`config.mk`:
```
export PLATFORM = sky130hd
export DESIGN_NAME = row_key_bubble_sorter_top_flat
export DESIGN_NICKNAME = d
export VERILOG_FILES = /design/src/sv/rkbs_pkg.sv /design/src/sv/rkbs_if.sv /design/src/sv/rkbs_cmp_unit.sv /design/src/sv/row_key_bubble_sorter_top.sv /design/src/flat_wrapper.sv
export SDC_FILE = /design/constraint.sdc
export NUM_CORES = 1
export LEC_CHECK = 0
export BUFFER_PORTS_ARGS = -buffer_cell sky130_fd_sc_hd__buf_2
export CAP_MARGIN = 20
export CELL_PAD_IN_SITES_DETAIL_PLACEMENT = 0
export CELL_PAD_IN_SITES_GLOBAL_PLACEMENT = 1
export CORE_ASPECT_RATIO = 1.5
export CORE_MARGIN = 4
export CORE_UTILIZATION = 53
export DETAILED_ROUTE_END_ITERATION = 7
export PLACE_DENSITY_LB_ADDON = 0.1
export SLEW_MARGIN = 20
export SYNTH_ARGS = -nofsm -noshare
export SYNTH_HDL_FRONTEND = slang
export SYNTH_SLANG_ARGS = --single-unit
```
`constraint.sdc`:
```
create_clock -name clk -period 4.83 [get_ports clk]
set_input_delay 0.2415 -clock clk [delete_from_list [all_inputs] [get_ports clk]]
set_output_delay 0.2415 -clock clk [all_outputs]
set_load 0.01 [all_outputs]
```
`src/sv/rkbs_pkg.sv`:
```
package rkbs_pkg;

  localparam int MAX_ROWS = 16;
  localparam int KEY_W    = 32;
  localparam int TAG_W    = 4;
  localparam int IDX_W    = $clog2(MAX_ROWS);
  localparam int CNT_W    = $clog2(MAX_ROWS + 1);

  typedef struct packed {
    logic [TAG_W-1:0]        tag;
    logic signed [KEY_W-1:0] key;
  } entry_t;

  typedef enum logic [2:0] {
    S_LOAD,
    S_PASS,
    S_FIRST,
    S_CMP,
    S_TAIL,
    S_EMIT_RD,
    S_EMIT_LD,
    S_EMIT_HOLD
  } state_t;

endpackage

```
`src/sv/rkbs_if.sv`:
```
interface rkbs_in_if;
  import rkbs_pkg::*;
  logic                    valid;
  logic                    ready;
  logic signed [KEY_W-1:0] row_key;
  logic                    final_row;
  modport source (output valid, output row_key, output final_row, input ready);
  modport sink   (input valid, input row_key, input final_row, output ready);
endinterface

interface rkbs_out_if;
  import rkbs_pkg::*;
  logic                    valid;
  logic                    ready;
  logic [TAG_W-1:0]        source_row;
  logic signed [KEY_W-1:0] sorted_key;
  logic                    end_of_set;
  logic                    overflowed;
  modport source (output valid, output source_row, output sorted_key, output end_of_set,
                  output overflowed, input ready);
  modport sink   (input valid, input source_row, input sorted_key, input end_of_set,
                  input overflowed, output ready);
endinterface

```
`src/sv/rkbs_cmp_unit.sv`:
```
module rkbs_cmp_unit
  import rkbs_pkg::*;
(
  input  entry_t carry,
  input  entry_t nxt,
  output entry_t wr_entry,
  output entry_t carry_next
);

  logic lt;

  // smaller key keeps bubbling right; ties leave the carried row behind
  assign lt = carry.key < nxt.key;

  always_comb begin
    if (lt) begin
      wr_entry   = nxt;
      carry_next = carry;
    end else begin
      wr_entry   = carry;
      carry_next = nxt;
    end
  end

endmodule

```
`src/sv/row_key_bubble_sorter_top.sv`:
```
// Loading: one key beat per cycle, no result until the final-row beat.
// Sort: for n stored rows, one compare per cycle through a single shared
// compare unit on a one-read one-write store.
// Emission: each result beat is read, loaded and held until the sink takes it; input is held off.
// Reset (rst, synchronous): state, row count and overflow flag cleared; the
// key store holds no valid bits and needs no clearing pass.
module row_key_bubble_sorter_top
  import rkbs_pkg::*;
(
  input  logic        clk,
  input  logic        rst,
  rkbs_in_if.sink     rows,
  rkbs_out_if.source  sorted
);

  state_t state, state_next;

  logic [CNT_W-1:0] rows_loaded;
  logic             overflow_seen;
  logic [IDX_W-1:0] last_idx;
  logic [IDX_W-1:0] set_last;
  logic [IDX_W-1:0] pos;
  logic [IDX_W-1:0] emit_idx;
  entry_t           carry;
  entry_t           out_entry;
  logic             out_end;
  logic             out_ovf;

  entry_t           mem [MAX_ROWS];
  entry_t           rdata;
  logic             mem_we;
  logic [IDX_W-1:0] mem_waddr;
  entry_t           mem_wdata;
  logic [IDX_W-1:0] mem_raddr;

  entry_t cmp_wr;
  entry_t cmp_carry;

  logic in_beat, out_beat, has_room;

  assign in_beat  = rows.valid && rows.ready;
  assign out_beat = sorted.valid && sorted.ready;
  assign has_room = rows_loaded < CNT_W'(MAX_ROWS);

  rkbs_cmp_unit u_cmp (
    .carry      (carry),
    .nxt        (rdata),
    .wr_entry   (cmp_wr),
    .carry_next (cmp_carry)
  );

  always_ff @(posedge clk) begin
    if (mem_we) begin
      mem[mem_waddr] <= mem_wdata;
    end
    rdata <= mem[mem_raddr];
  end

  always_comb begin
    state_next = state;
    unique case (state)
      S_LOAD: begin
        if (in_beat && rows.final_row) state_next = S_PASS;
      end
      S_PASS: begin
        if (last_idx == '0) state_next = S_EMIT_RD;
        else                state_next = S_FIRST;
      end
      S_FIRST: state_next = S_CMP;
      S_CMP: begin
        if (pos + IDX_W'(1) == last_idx) state_next = S_TAIL;
      end
      S_TAIL:    state_next = S_PASS;
      S_EMIT_RD: state_next = S_EMIT_LD;
      S_EMIT_LD: state_next = S_EMIT_HOLD;
      S_EMIT_HOLD: begin
        if (out_beat) begin
          if (out_end) state_next = S_LOAD;
          else         state_next = S_EMIT_RD;
        end
      end
      default: state_next = S_LOAD;
    endcase
  end

  always_comb begin
    rows.ready   = 1'b0;
    sorted.valid = 1'b0;
    mem_we       = 1'b0;
    mem_waddr    = pos;
    mem_wdata    = cmp_wr;
    mem_raddr    = '0;
    unique case (state)
      S_LOAD: begin
        // ready is always high here, so valid alone marks the beat
        rows.ready = 1'b1;
        mem_we     = rows.valid && has_room;
        mem_waddr  = rows_loaded[IDX_W-1:0];
        mem_wdata  = '{tag: TAG_W'(rows_loaded), key: rows.row_key};
      end
      S_PASS:  mem_raddr = '0;
      S_FIRST: mem_raddr = pos + IDX_W'(1);
      S_CMP: begin
        mem_we    = 1'b1;
        mem_raddr = pos + IDX_W'(2);
      end
      S_TAIL: begin
        mem_we    = 1'b1;
        mem_waddr = last_idx;
        mem_wdata = carry;
      end
      S_EMIT_RD:   mem_raddr = emit_idx;
      S_EMIT_LD:   mem_raddr = emit_idx;
      S_EMIT_HOLD: sorted.valid = 1'b1;
      default: ;
    endcase
  end

  assign sorted.source_row = out_entry.tag;
  assign sorted.sorted_key = out_entry.key;
  assign sorted.end_of_set = out_end;
  assign sorted.overflowed = out_ovf;

  always_ff @(posedge clk) begin
    if (rst) begin
      state         <= S_LOAD;
      rows_loaded   <= '0;
      overflow_seen <= 1'b0;
    end else begin
      state <= state_next;
      if (in_beat) begin
        if (has_room) rows_loaded <= rows_loaded + CNT_W'(1);
        else          overflow_seen <= 1'b1;
      end
      if (out_beat && out_end) begin
        rows_loaded   <= '0;
        overflow_seen <= 1'b0;
      end
    end
  end

  always_ff @(posedge clk) begin
    unique case (state)
      S_LOAD: begin
        if (has_room) begin
          last_idx <= rows_loaded[IDX_W-1:0];
          set_last <= rows_loaded[IDX_W-1:0];
        end else begin
          last_idx <= IDX_W'(MAX_ROWS - 1);
          set_last <= IDX_W'(MAX_ROWS - 1);
        end
        emit_idx <= '0;
      end
      S_PASS: pos <= '0;
      S_FIRST: carry <= rdata;
      S_CMP: begin
        carry <= cmp_carry;
        pos   <= pos + IDX_W'(1);
      end
      S_TAIL: last_idx <= last_idx - IDX_W'(1);
      S_EMIT_LD: begin
        out_entry <= rdata;
        out_end   <= emit_idx == set_last;
        out_ovf   <= overflow_seen;
      end
      S_EMIT_HOLD: begin
        if (out_beat) emit_idx <= emit_idx + IDX_W'(1);
      end
      default: ;
    endcase
  end

`ifndef SYNTHESIS
  a_count_bound: assert property (@(posedge clk) disable iff (rst)
    rows_loaded <= CNT_W'(MAX_ROWS))
    else $error("row count beyond capacity");

  a_cmp_in_range: assert property (@(posedge clk) disable iff (rst)
    state == S_CMP |-> pos < last_idx)
    else $error("compare position past end of pass");

  a_set_closes: assert property (@(posedge clk) disable iff (rst)
    out_beat && sorted.end_of_set |=> rows_loaded == '0 && !overflow_seen && rows.ready)
    else $error("set not closed after last beat");

  a_no_load_mid_set: assert property (@(posedge clk) disable iff (rst)
    out_beat && !sorted.end_of_set |=> !rows.ready)
    else $error("input taken during emission");

  a_emit_bound: assert property (@(posedge clk) disable iff (rst)
    sorted.valid |-> emit_idx <= set_last)
    else $error("emission beyond stored rows");
`endif

endmodule
```
`src/flat_wrapper.sv`:
```
// flat-port wrapper written by rule: the top's interface ports become plain ports
module row_key_bubble_sorter_top_flat import rkbs_pkg::*;
  (clk, rst, rows_valid, rows_row_key, rows_final_row, rows_ready, sorted_valid, sorted_source_row, sorted_sorted_key, sorted_end_of_set, sorted_overflowed, sorted_ready);
  rkbs_in_if rows_i ();
  rkbs_out_if sorted_i ();
  input  logic clk;
  input  logic rst;
  input wire logic [$bits(rows_i.valid)-1:0] rows_valid;
  input wire logic [$bits(rows_i.row_key)-1:0] rows_row_key;
  input wire logic [$bits(rows_i.final_row)-1:0] rows_final_row;
  output wire logic [$bits(rows_i.ready)-1:0] rows_ready;
  output wire logic [$bits(sorted_i.valid)-1:0] sorted_valid;
  output wire logic [$bits(sorted_i.source_row)-1:0] sorted_source_row;
  output wire logic [$bits(sorted_i.sorted_key)-1:0] sorted_sorted_key;
  output wire logic [$bits(sorted_i.end_of_set)-1:0] sorted_end_of_set;
  output wire logic [$bits(sorted_i.overflowed)-1:0] sorted_overflowed;
  input wire logic [$bits(sorted_i.ready)-1:0] sorted_ready;
  assign rows_i.valid = rows_valid;
  assign rows_i.row_key = rows_row_key;
  assign rows_i.final_row = rows_final_row;
  assign rows_ready = rows_i.ready;
  assign sorted_valid = sorted_i.valid;
  assign sorted_source_row = sorted_i.source_row;
  assign sorted_sorted_key = sorted_i.sorted_key;
  assign sorted_end_of_set = sorted_i.end_of_set;
  assign sorted_overflowed = sorted_i.overflowed;
  assign sorted_i.ready = sorted_ready;
  row_key_bubble_sorter_top u_core (.clk(clk), .rst(rst), .rows(rows_i), .sorted(sorted_i));
endmodule
```
==> metrics.yaml, run 1 <==
wirelength_um: 80900
r2r_end: "u_core.mem[5][17]"
cp-startpoint: "u_core.rdata[30]"
arrival_ps: 3910
worstMarginPinSlew_ps: 1150
gp_congestion: 0.815
fin_skew_ps: 19.7
portBuffers: 76
worst_hold_path_type: "in2reg"
grt-ovfl-total: 0
place_ws_ps: 1120
ctsResizeCount: 0
grt_max_degree: 83
grt_pass1_vias: 17900
die_h_um: 297
async_flop_share_pct: 0
cts-root-buf: "clkbuf_16"
rrSetupSlack_ps: 1090
crit_cells: 9
slowest_stage: "and2_1"
dp.cells: 2750
ys_seq_area_share_pct: 70.6
wire_per_inst_um: 28.1
cap_violations: 0
synth_edf_count: 666
antenna_found_initial: 1
synth_ff_type: "edfxtp_1"
combPwrFrac_pct: 18.0
postSynthCellCount: 2035
reg2reg_from: "u_core.rdata[30]"
avgSynthCellArea_um2: 14.5
drcViolationCount: 0
antenna_cells: 0
multi_input_area_mm2: 0.00825
cp.required_ps: 5000
internal-power_mw: 11.8
fin_cells: 2876
path_cells: "inv_1, ha_1, nand4_1, nor2_1, a221oi_1, and2_1, buf_4, a31oi_1, o2bb2ai_1"
p_clk_share_pct: 32.8
layout_common_cells: "edfxtp_1 (666), nand2_1 (334), mux2i_1 (272), nand3_1 (104), buf_2 (76)"
syn_nets: 2108
grt_first_pass_wirelength_um: 118000
ant_nets: 0
leakage_nw: 12.6
cts_tree: "built"
synth.distinct_cells: 52
drt_iter0_markers: 1866
fmax_ghz: 0.267
start_kind: "flip-flop"
setup_ws_ps: 1090
dpl.hpwl_um: 46800
seqCellArea_mm2: 0.0209
start_util_pct: 53.8
rows: 105
dr.pass1.iters: 5
min_period_ps: 3740
crit_family: "simple AND/OR/NAND/NOR gates"
setup.worst_path.end_class: "flip-flop"
dieArea_mm2: 0.0598
slowest_delay_ps: 720
numCtsBuffers: 68
syn_to_final_growth_pct: 13.1
cp_num_buf_inv: 2
final_common_cell: "edfxtp_1"
mappedNetlistArea_mm2: 0.0296
power_density_mw_per_mm2: 490
viasPerCell: 6.27
drive_above_1_share_pct: 14.1
path_class: "reg2reg"
insertion_delay_ps: 600
post_cts_buffers: 0
coreArea_mm2: 0.0550
ioPinCount: 77
nets: 2203
dr_total_vias: 18000
hold_viol_final: 0
drv_slew: 0
cts.sinks: 711
power.total_mw: 16.4
finalCritPeriodShare_pct: 77.4
path_clk_slew_ps: 60
ctsHtreeMaxLevel: 3
p_sw_share_pct: 27.8
cts_hold_buf: 4
slew_headroom_pct: 23.5
grt_setup_unrepaired: "no"
setup_viol: 0
power.switching_mw: 4.57
ys_warn_count: 0
reg2reg_depth: 9
status: "complete, no violations"
grt_use_total_pct: 26.5
clockBufferDepth: 3
fillers: 4157
irDropWorstVdd_mv: 0.325
crit_end: "u_core.mem[5][17]"
ys_ff_latch: 711
die_w_um: 201
crit_path_max_fanout: 22
p_seq_share_pct: 49.2
tns_ps: 0
[per-stage QoR]
stage	hold slack (ps)	area [um2]	utilization (%)
6_report	39.2	33500	60.8
5_1_grt	65.2	33500	60.8
4_1_cts	0.315	33400	60.7
3_5_place_dp	477	31100	56.6
3_3_place_gp	468	31100	56.5
2_1_floorplan	311	29600	-
[cells by family after synthesis]
group	synth area share [%]
flip-flops	70.6
AO/OA/AOI/OAI	7.94
buffers and inverters	2.55
AND/OR/NAND/NOR	7.53
multiplexers	9.20
adder cells (fa/ha/maj)	1.52
XOR/XNOR	0.622
[cell type report]
cell class / instances / share of cell area [%]
clock inverter: 25 / 0.890
multi-input combinational: 1159 / 24.6
inverter: 39 / 0.437
clock buffer: 96 / 5.74
timing repair buffer: 151 / 3.26
sequential: 711 / 62.4
tap: 695 / 2.60
[cells in the mapped netlist, types with 2 or more instances]
cell / instances / area (um2)
and3_1: 3 / 18.8
edfxtp_1: 666 / 20000
a31o_2: 13 / 114
buf_1: 7 / 26.3
o2bb2ai_1: 32 / 280
clkbuf_1: 52 / 195
o21a_1: 2 / 15.0
and2_1: 2 / 12.5
a41o_1: 15 / 150
ha_1: 36 / 450
nand4_1: 9 / 56.3
nor3_1: 3 / 15.0
nor4_1: 2 / 12.5
nor2_2: 3 / 18.8
a32o_1: 36 / 360
o21ai_0: 41 / 205
a31oi_1: 36 / 225
a31o_1: 15 / 131
buf_2: 49 / 245
o211ai_1: 4 / 30.0
nor2_4: 4 / 45.0
a211oi_1: 5 / 37.5
a21o_1: 5 / 37.5
buf_6: 2 / 22.5
mux2i_1: 272 / 2720
nor2b_1: 5 / 31.3
buf_4: 16 / 120
xnor2_1: 7 / 61.3
nand3_1: 104 / 521
a221oi_1: 2 / 17.5
inv_1: 38 / 143
dfxtp_1: 45 / 901
a32oi_1: 61 / 534
xor2_1: 14 / 123
a21oi_1: 29 / 145
or2_2: 5 / 31.3
nand2_1: 335 / 1260
nor2_1: 46 / 173
[state kept, by name (all words and copies together), names as in the netlist, 5 cells and up]
signal and cells:
u_core.sorted.sorted_key 32, u_core.rdata 36, u_core.rows_loaded 5, u_core.mem 576
u_core.carry 36
[routing by layer]
layer / wire, um / share of wire (%) / up-vias / global-route usage, %
met4: 2510 / 3.1 / 0 / 9.04
met1: 33100 / 41 / 9074 / 36.3
met3: 6470 / 8.0 / 157 / 4.92
met5: 0 / 0 / - / 0
li1: - / - / 7996 / -
met2: 38800 / 48 / 819 / 43.1
[power groups by stage]
stage	Combinational (mW)	Clock (mW)	Sequential (mW)
after floorplan	1.84	0	8.03
after global placement	2.81	0	8.17
after detailed placement	2.90	0	8.19
after CTS	2.92	5.47	8.06
after global routing	3.18	5.70	8.10
final	2.96	5.39	8.07
[worst reg2reg max path: stages, from the launching register on]
cell and delay (ps):
dfxtp_1 560, inv_1 90, ha_1 340, nand4_1 180
nor2_1 70, a221oi_1 300, and2_1 720, buf_4 450
a31oi_1 140, o2bb2ai_1 450
[worst min-delay path by stage]
stage,depth (start not counted),from,to
after global routing,4,sorted_ready,u_core.state[2]
after CTS,4,sorted_ready,u_core.state[2]
after detailed placement,2,rst,u_core.state[0]
after global placement,0,u_core.rdata[31],u_core.sorted.sorted_key[31]
after floorplan,1,rst,u_core.state[0]
final,4,sorted_ready,u_core.state[2]
No activity file was read; power rests on OpenSTA's default activity.
==> run 2: changes to the inputs <==
==> constraint.sdc (replaced) <==
create_clock -name clk -period 3.85 [get_ports clk]
set_input_delay 0.1925 -clock clk [delete_from_list [all_inputs] [get_ports clk]]
set_output_delay 0.1925 -clock clk [all_outputs]
set_load 0.01 [all_outputs]
==> metrics.yaml, run 2 (synthesized netlist as in run 1, its figures left out) <==
cp-startpoint: "u_core.rdata[30]"
dr.pass1.iters: 5  # unchanged
fin_cells: 2910  # +1.2%
antenna_found_initial: 3  # +2
arrival_ps: 3620  # -290 ps
die_h_um: 297  # unchanged
viasPerCell: 6.23  # -0.72%
setup_viol: 0  # unchanged
path_class: "reg2reg"
dpl.hpwl_um: 48500  # +3.5%
p_sw_share_pct: 27.8  # about the same
min_period_ps: 3340  # -394 ps
internal-power_mw: 14.9  # +26%
final_area_mm2: 0.0338  # +0.98%
cts_tree: "built"
irDropWorstVdd_mv: 0.440  # +36%
ctsResizeCount: 0  # unchanged
r2r_end: "u_core.mem[7][10]"
tns_ps: 0  # unchanged
finalCritPeriodShare_pct: 86.9  # +9.5 points
dp.cells: 2777  # +0.98%
dr_total_vias: 18100  # +0.45%
p_clk_share_pct: 32.8  # about the same
place_ws_ps: 469  # -652 ps
leakage_nw: 12.8  # +1.5%
grt_setup_unrepaired: "no"
grt-ovfl-total: 0  # unchanged
rrSetupSlack_ps: 510  # -590 ps
grt_use_total_pct: 26.5  # about the same
slew_headroom_pct: 25.7  # +2.2 points
drt_iter0_markers: 1679  # -10%
coreArea_mm2: 0.0550  # unchanged
nets: 2232  # +1.3%
power.switching_mw: 5.74  # +26%
drcViolationCount: 0  # unchanged
final_common_cell: "edfxtp_1"
worstMarginPinSlew_ps: 1110  # -33.1 ps
cts-root-buf: "clkbuf_16"
setup_ws_ps: 505  # -586 ps
combPwrFrac_pct: 18.4  # +0.4 points
post_dp_cell_area_mm2: 0.0315  # +1.0%
ioPinCount: 77  # unchanged
insertion_delay_ps: 610  # about the same
rows: 105  # unchanged
fin_util_pct: 61.4  # +0.60 points
wirelength_um: 80500  # -0.48%
fmax_ghz: 0.299  # +12%
drv_slew: 0  # unchanged
start_kind: "flip-flop"
clockBufferDepth: 3  # unchanged
fin_skew_ps: 23.7  # +4.01 ps
crit_end: "u_core.mem[7][10]"
wire_per_inst_um: 27.7  # -1.6%
p_seq_share_pct: 48.9  # -0.3 points
syn_to_final_growth_pct: 14.2
reg2reg_depth: 9  # unchanged
cp.required_ps: 4130  # -870 ps
reg2reg_from: "u_core.rdata[30]"
layout_common_cells: "edfxtp_1 (666), nand2_1 (334), mux2i_1 (272), nand3_1 (104)"
status: "complete, no violations"
ant_nets: 0  # unchanged
numCtsBuffers: 69  # +1.5%
grt_max_degree: 52  # -37%
path_clk_slew_ps: 60  # about the same
grt_first_pass_wirelength_um: 118000  # unchanged
dieArea_mm2: 0.0598  # unchanged
largest_reg_flops: 576  # unchanged
power_density_mw_per_mm2: 610  # +24%
die_w_um: 201  # unchanged
gp_congestion: 0.849  # +4.2%
setup.worst_path.end_class: "flip-flop"
grt_pass1_vias: 17700  # -1.1%
regMostFlops: "u_core.mem"
cap_violations: 0  # unchanged
ctsHtreeMaxLevel: 3  # unchanged
start_util_pct: 53.8  # unchanged
cts.sinks: 711  # unchanged
portBuffers: 76  # unchanged
drive_above_1_share_pct: 14.8  # +0.71 points
top_regs: "u_core.mem: 576 flops, u_core.carry: 36 flops, u_core.rdata: 36 flops"
crit_path_max_fanout: 24  # +9.1%
hold_viol_final: 0  # unchanged
worst_hold_path_type: "in2reg"
==> run 2: cell types whose count changed in the layout (fill, tap and decap cells not counted), moves of 2 or more <==
cell,previous run,this run
clkinv_8,0,2
diode_2,0,3
clkbuf_1,22,20
o2bb2ai_1,16,26
clkbuf_8,1,3
clkbuf_16,73,71
buf_12,11,21
clkinv_1,8,10
buf_4,59,76
o2bb2ai_2,16,6
==> run 2: metal layers <==
metal	vias to the layer above	wire length (um)	track usage, %
met3	112	6550	5.17
met5	-	13	0
met1	9159	32600	36.1
met2	797	39600	44.1
li1	8058	-	-
met4	2	1640	7.36
==> run 2: worst min-delay path by stage <==
stage               depth (start not counted)       startpoint          endpoint
global placement                            2              rst   u_core.state[0]
detailed placement                          2              rst   u_core.state[0]
CTS                                         4  rows_row_key[2]  u_core.mem[8][2]
global route                                4  rows_row_key[1]  u_core.mem[9][1]
finish                                      4  rows_row_key[2]  u_core.mem[8][2]
floorplan                                   1              rst   u_core.state[0]
==> run 2: repair_timing <==
item	in CTS	in global routing
buffers inserted	0	0
hold buffers	5	0
hold endpoints to repair	9	0
==> run 2: stage by stage <==
stage | total power, mW | hold slack (ps)
6_report | 20.6 | 242
3_3_place_gp | 13.9 | 445
5_1_grt | 21.4 | 267
3_5_place_dp | 13.9 | 441
2_1_floorplan | 12.4 | 262
4_1_cts | 20.7 | 200
==> run 2: worst max-delay path: stages, from the launching register on <==
cell and delay, ps:
dfxtp_1 500, inv_1 130, ha_1 350, nand4_1 190, nor2_1 70, a221oi_1 290, nand2_1 400, buf_12 310
o21ai_0 260, o2bb2ai_1 490
==> run 2: final cells by class <==
| cell class | count | area [um2] |
|---|---|---|
| inverters | 39 | 146 |
| clock buffers | 94 | 1890 |
| repair buffers | 179 | 1450 |
| clock inverters | 30 | 353 |
| fillers | 4120 | 21200 |
| flip-flops and latches | 711 | 20900 |
| diodes | 3 | 7.51 |
| well taps | 695 | 870 |
| multi-input cells | 1159 | 8180 |
==> run 2: power by group through the flow <==
stage / clock [mW] / combinational [mW] / sequential [mW]
detailed placement: 0 / 3.72 / 10.2
CTS: 6.88 / 3.74 / 10.1
finish: 6.76 / 3.79 / 10.1
global placement: 0 / 3.67 / 10.2
global route: 7.17 / 4.09 / 10.1
floorplan: 0 / 2.31 / 10.1
